`src/sv/per_slot_connection_acl_filter_macros.svh`:
```
// Assertion macros for the connection filter.
`ifndef PER_SLOT_CONNECTION_ACL_FILTER_MACROS_SVH
`define PER_SLOT_CONNECTION_ACL_FILTER_MACROS_SVH
// Implication checked on every clock edge outside reset.
`define PSCAF_ASSERT_IMPL(label, clk, rstn, ante, cons, msg) \
    label: assert property (@(posedge clk) disable iff (!rstn) (ante) |-> (cons)) \
        else $error(msg);
// Next-cycle implication checked outside reset.
`define PSCAF_ASSERT_NEXT(label, clk, rstn, ante, cons, msg) \
    label: assert property (@(posedge clk) disable iff (!rstn) (ante) |=> (cons)) \
        else $error(msg);
`endif

```
`src/sv/pscaf_pkg.sv`:
```
// Shared types and constants for the connection filter.
`default_nettype none
package pscaf_pkg;
    localparam logic [2:0] OP_CONNECT = 3'd0;
    localparam logic [2:0] OP_SET     = 3'd1;
    localparam logic [2:0] OP_GET     = 3'd2;
    localparam logic [2:0] OP_CLEAR   = 3'd3;
    localparam logic [2:0] OP_STATUS  = 3'd4;

    localparam logic [1:0] ST_OK        = 2'd0;
    localparam logic [1:0] ST_BAD_INDEX = 2'd1;
    localparam logic [1:0] ST_FULL      = 2'd2;

    localparam logic [31:0] STATUS_MAGIC = 32'h4E457449;

    // Request fields as received.
    typedef struct packed {
        logic [15:0] rule_pos;
        logic [15:0] port;
        logic [31:0] dst_hash;
        logic [31:0] slot_id;
        logic        rule_wild;
        logic [2:0]  op;
    } req_t;

    // Commands from controller to datapath.
    typedef struct packed {
        logic load;       // capture request
        logic clr_scan;   // reset scan index and flags
        logic slot_step;  // examine slot at scan index
        logic rule_step;  // examine rule at scan index
        logic take_slot;  // allocate free slot
        logic commit;     // apply op and build result
    } cmd_t;

    // Status from datapath to controller.
    typedef struct packed {
        logic slot_last;
        logic rule_last;
        logic found;
        logic allowed;
    } sts_t;
endpackage
`default_nettype wire

```
`src/sv/pscaf_ctrl.sv`:
```
// Controller state machine sequencing slot and rule scans.
`default_nettype none
module pscaf_ctrl
    import pscaf_pkg::*;
(
    input  wire        aclk,
    input  wire        aresetn,
    input  wire        req_valid,
    output logic       req_ready,
    input  wire  [2:0] req_op,
    input  wire        res_free,
    output logic       res_load,
    output cmd_t       cmd,
    input  sts_t       sts
);
    localparam logic [2:0] S_IDLE  = 3'd0;
    localparam logic [2:0] S_SLOT  = 3'd1;
    localparam logic [2:0] S_RULE  = 3'd2;
    localparam logic [2:0] S_TAKE  = 3'd3;
    localparam logic [2:0] S_DONE  = 3'd4;

    logic [2:0] state_reg, state_next;

    always_ff @(posedge aclk) begin
        if (!aresetn) state_reg <= S_IDLE;
        else state_reg <= state_next;
    end

    // Next state and command decode
    always_comb begin
        state_next = state_reg;
        cmd = '0;
        req_ready = 1'b0;
        res_load = 1'b0;
        unique case (state_reg)
            S_IDLE: begin
                req_ready = 1'b1;
                if (req_valid) begin
                    cmd.load = 1'b1;
                    cmd.clr_scan = 1'b1;
                    state_next = S_SLOT;
                end
            end
            S_SLOT: begin
                cmd.slot_step = 1'b1;
                if (sts.slot_last) begin
                    cmd.clr_scan = 1'b1;
                    if (req_op == OP_CONNECT || req_op == OP_GET) state_next = S_RULE;
                    else if (req_op == OP_SET) state_next = S_TAKE;
                    else state_next = S_DONE;
                end
            end
            S_RULE: begin
                cmd.rule_step = 1'b1;
                if (sts.rule_last) state_next = S_DONE;
            end
            S_TAKE: begin
                cmd.take_slot = 1'b1;
                state_next = S_DONE;
            end
            S_DONE: begin
                if (res_free) begin
                    cmd.commit = 1'b1;
                    res_load = 1'b1;
                    state_next = S_IDLE;
                end
            end
            default: state_next = S_IDLE;
        endcase
    end
endmodule
`default_nettype wire

```
`config.mk`:
```
export PLATFORM = sky130hd
export DESIGN_NAME = pscaf_ctrl
export DESIGN_NICKNAME = d
export VERILOG_FILES = /design/src/sv/per_slot_connection_acl_filter_macros.svh /design/src/sv/pscaf_pkg.sv /design/src/sv/pscaf_ctrl.sv
export SDC_FILE = /design/constraint.sdc
export NUM_CORES = 1
export LEC_CHECK = 0
export BUFFER_PORTS_ARGS = -buffer_cell sky130_fd_sc_hd__buf_2
export CORE_AREA = 3 3 40 42
export CTS_BUF_LIST = sky130_fd_sc_hd__clkbuf_4
export DETAILED_ROUTE_END_ITERATION = 8
export DIE_AREA = 0 0 43 45
export SLEW_MARGIN = 20
export SYNTH_ARGS = -nofsm -noshare
export SYNTH_HDL_FRONTEND = slang
export SYNTH_SLANG_ARGS = --single-unit
```
`constraint.sdc`:
```
create_clock -name aclk -period 3.22 [get_ports aclk]
set_input_delay 0.322 -clock aclk [delete_from_list [all_inputs] [get_ports aclk]]
set_output_delay 0.322 -clock aclk [all_outputs]
set_load 0.01 [all_outputs]
```
---- After elaboration in Yosys (flattened, before gate mapping) ----
Index checks and enable logic that the tools add are counted.
word-level totals
  flip-flop bits (word level) ............. 3
  bits in latches ......................... 0
  bits in writable memories ............... 0
  bits in read-only memories .............. 0
  input bits .............................. 11
  memories ................................ 0
cells by class
  add/subtract/negate cells ............... 0
  $mul .................................... 0
  divide/modulo/power cells ............... 0
  order comparisons ....................... 0
  equality and inequality tests ........... 10
  shift operators ......................... 0
  mux-type cells .......................... 17
  bitwise logic cells ..................... 0
  reduce and logical (&&, ||, !) cells .... 4
operator list
  cell                number
  $mux 3              6
  $pmux 3 s5          1
  $eq 3x2->1 const B  3
  $mux 1              8
  $ne 2x2->1 const B  4
  $eq 3x1->1 const B  2
  $logic_not 3->1     2
  $reduce_and 4->1    1
  $eq 3x3->1 const B  1
  $mux 2              1
  $pmux 1 s2          1
  $logic_or 1x1->1    1

---- Logic depth before layout (Yosys ltp) ----
  depth in word-level cells ............... 5
  mapped depth ............................ 5
  depth with buffers taken out ............ 4

---- Worst setup path before layout ----
Ideal clock, no wire load.
  kind .................................... register to output
  start ................................... reg state_reg[0]
  end ..................................... out cmd[5] (netlist name)
  arrival ................................. 1.036 ns
  required time ........................... 2.898 ns
  setup slack ............................. 1.862 ns
  cell stages (with the launch flop) ...... 4
  cell sequence ........................... dfxtp_1 -> buf_4 -> nor3_1 -> and2_1
RTL lines
  element                 RTL line          source
  from (decl)             pscaf_ctrl.sv:22  logic [2:0] state_reg, state_next;
  from (signal assigned)  pscaf_ctrl.sv:26  else state_reg <= state_next;
  to (decl)               pscaf_ctrl.sv:13  output cmd_t cmd,

==> results.toml <==
[synthesis]
synth_area_leaders = "dfxtp_1 (22%), buf_4 (8.1%), nor4b_1 (6.3%), nand3_1 (5.4%), nor3_1 (5.4%)"
ys_seq_area_frac = 0.216
syn_nets = 47
synth_area_sq_um = 278
syn_inst = 36
ys_seq_elements = 3
netlist.area_leader.share = 0.216
synthDistinctLibCells = 24
synth_top_area_cell = "dfxtp_1"
yosysWarningCount = 0
syn_avg_cell_area_sq_um = 7.72

[cts]
cts.path.max_buffers = 2
root_buffer = "clkbuf_4"
cts_hold_buffers = 0
cts_buffers = 3
clock_latency_ns = 0.23
cts.sinks = 3
clkSlewWorstSetupHoldPaths_ns = 0.04
postCtsSetupRepairBufs = 0
cts_resized = 0
htree_levels = 1
cts_tree = "yes"

[worst_hold_path]
whs_path_depth = 2
hold_path_class = "in2reg"
hold_end = "state_reg[2]$_SDFFE_PN0P_"
worstHoldStart = "aresetn"

[sta]
slew_violations = 0
min_period_ns = 1.53
final.period_utilization = 0.475
setup_viol = 0
worst_slew_pin_slew_ns = 0.446
tns_ns = 0
relSlewSlack = 0.702
skew_ns = 0.00106
setup_ws_ns = 1.69
rsz0062_at_grt = "no"
max_clock_freq_mhz = 654
finalHoldViolations = 0

[pwr]
clkPwrFrac = 0.336
vdd_drop_max_mv = 0.342
powerDensity_mw_per_mm2 = 591
pwr-share-seq = 0.282
p_leak_nw = 0.174
switching_share = 0.356
power_switching_w = 0.0000783
pwr-share-comb = 0.383
p_int_w = 0.000142

[worst_setup_path]
cp-start-kind = "register"
end_kind = "output pin"
reg2reg_depth = 4
timing.rr.end = "state_reg[1]$_SDFFE_PN0P_"
path_class = "reg2out"
worstPathArrival_ns = 1.21
critPathMaxFanout = 12
r2r_start = "state_reg[1]$_SDFFE_PN0P_"
crit_required_ns = 2.90
critPathMaxStageDelay_ns = 0.51
cp_slowest_cell = "dfxtp_1"
reg2reg_setup_slack_ns = 1.74
cp_cell_sequence = "nor2_1 > and2_1 > buf_2"

[cells_and_area]
drive_gt1_frac = 0.385
layout.cells.non_filler = 67
largest_reg_flops = 3
synthToLayoutAreaGrowth_pct = 34.2
final_nets = 64
diodes = 0
finish.utilization = 0.290
fill_cells = 142

[global_routing]
grt_pass1_wl_microns = 1180
grt-ovfl-total = 0
antenna_found_initial = 0
grt_pass1_vias = 280
grt_max_degree = 14
grt_use_total = 0.0857

[die]
start_util = 0.216
pin_count = 19
die_area_sq_mm = 0.00194
rows = 13
die_h_microns = 45
fp.dieW_microns = 43
coreArea_sq_mm = 0.00128

[drt]
wl_per_cell_microns = 10.3
drt-initial-drc-count = 1
wirelength_microns = 690
firstDrtPassIters = 2
vias = 312
via_per_inst = 4.66
ant_nets = 0
drc = 0

[job]
drv_cap = 0

[placement]
placed_cells = 63
gp_congestion = 0.745
port_buffers = 16
place_ws_ns = 1.76

[run_status]
outcome = "complete, no violations"
-- critical path, delay by kind of cell (launching register included) --
kind	cells	cell delay [ns]
and+or+nand+nor	2	0.33
buffers and inverters	1	0.14
DFF	1	0.51
-- per-stage QoR --
| step | area [sq um] | hold slack (ns) | total power [W] |
|---|---|---|---|
| 2_1_floorplan | 278 | 0.440 | 0.000124 |
| 3_3_place_gp | 343 | 0.597 | 0.000148 |
| 3_5_place_dp | 343 | 0.602 | 0.000147 |
| 4_1_cts | 373 | 0.353 | 0.000227 |
| 5_1_grt | 373 | 0.374 | 0.000244 |
| 6_report | 373 | 0.362 | 0.000220 |
-- kinds of logic (layout without fill, tap and decap cells) --
kind of cell | count (synthesis) | in the layout | synth area share
and+or+nand+nor | 19 | 19 | 0.414
DFF | 3 | 3 | 0.216
AOI/OAI and AO/OA | 9 | 9 | 0.234
buffers and inverters | 5 | 21 | 0.135
-- synth_stat cells --
cell	number
a21boi_1	1
a211oi_1	1
and3b_1	1
inv_1	1
nand2_1	2
nor3_1	3
nand4b_1	1
buf_4	3
buf_6	1
and2_1	2
o21a_1	1
a21oi_1	1
dfxtp_1	3
nand2b_1	1
a2111oi_1	1
o21ba_1	1
or3_1	1
nor2_1	1
nor3b_1	1
nor2b_1	1
nor4b_1	2
o31ai_1	1
o21ai_1	2
nand3_1	3
-- layout make-up --
class                           instances  area (sq um)  share of cell area
Multi-Input combinational cell         28           180               0.483
Timing Repair Buffer                   16          80.1               0.215
Sequential cell                         3          60.1               0.161
Clock buffer                            4          30.0              0.0805
Tap cell                               15          18.8              0.0503
Inverter                                1          3.75              0.0101
-- how the worst max path moves through the flow --
stage / start / endpoint / slack [ns] / cells past startpoint
CTS: state_reg[1]$_SDFFE_PN0P_ / cmd[3] / 1.68 / 3
finish: state_reg[1]$_SDFFE_PN0P_ / cmd[3] / 1.69 / 3
floorplan: state_reg[0]$_SDFFE_PN0P_ / cmd[5] / 1.86 / 3
detailed placement: state_reg[1]$_SDFFE_PN0P_ / state_reg[1]$_SDFFE_PN0P_ / 1.76 / 4
global placement: state_reg[1]$_SDFFE_PN0P_ / state_reg[0]$_SDFFE_PN0P_ / 1.78 / 4
global route: state_reg[1]$_SDFFE_PN0P_ / state_reg[0]$_SDFFE_PN0P_ / 1.56 / 4
-- power groups by stage --
stage	Clock [W]	Sequential [W]	Combinational (W)
2_1_floorplan	0	0.0000486	0.0000750
4_1_cts	0.0000793	0.0000617	0.0000857
3_3_place_gp	0	0.0000631	0.0000846
5_1_grt	0.0000826	0.0000648	0.0000962
3_5_place_dp	0	0.0000625	0.0000849
6_report	0.0000740	0.0000620	0.0000843
-- placed cells by master, fill, tap and decap left out, drive strengths merged, types with 2 or more instances in the layout --
cell    count
buf        16
clkbuf      4
nor3        3
nand3       3
dfxtp       3
and2        2
nand2       2
nor4b       2
o21ai       2
-- layer usage --
layer	routed length, microns	track usage
met5	0	0
met4	0	0.0361
met3	79	0.0637
met2	254	0.105
met1	356	0.111
No activity file was read; power rests on OpenSTA's default activity.
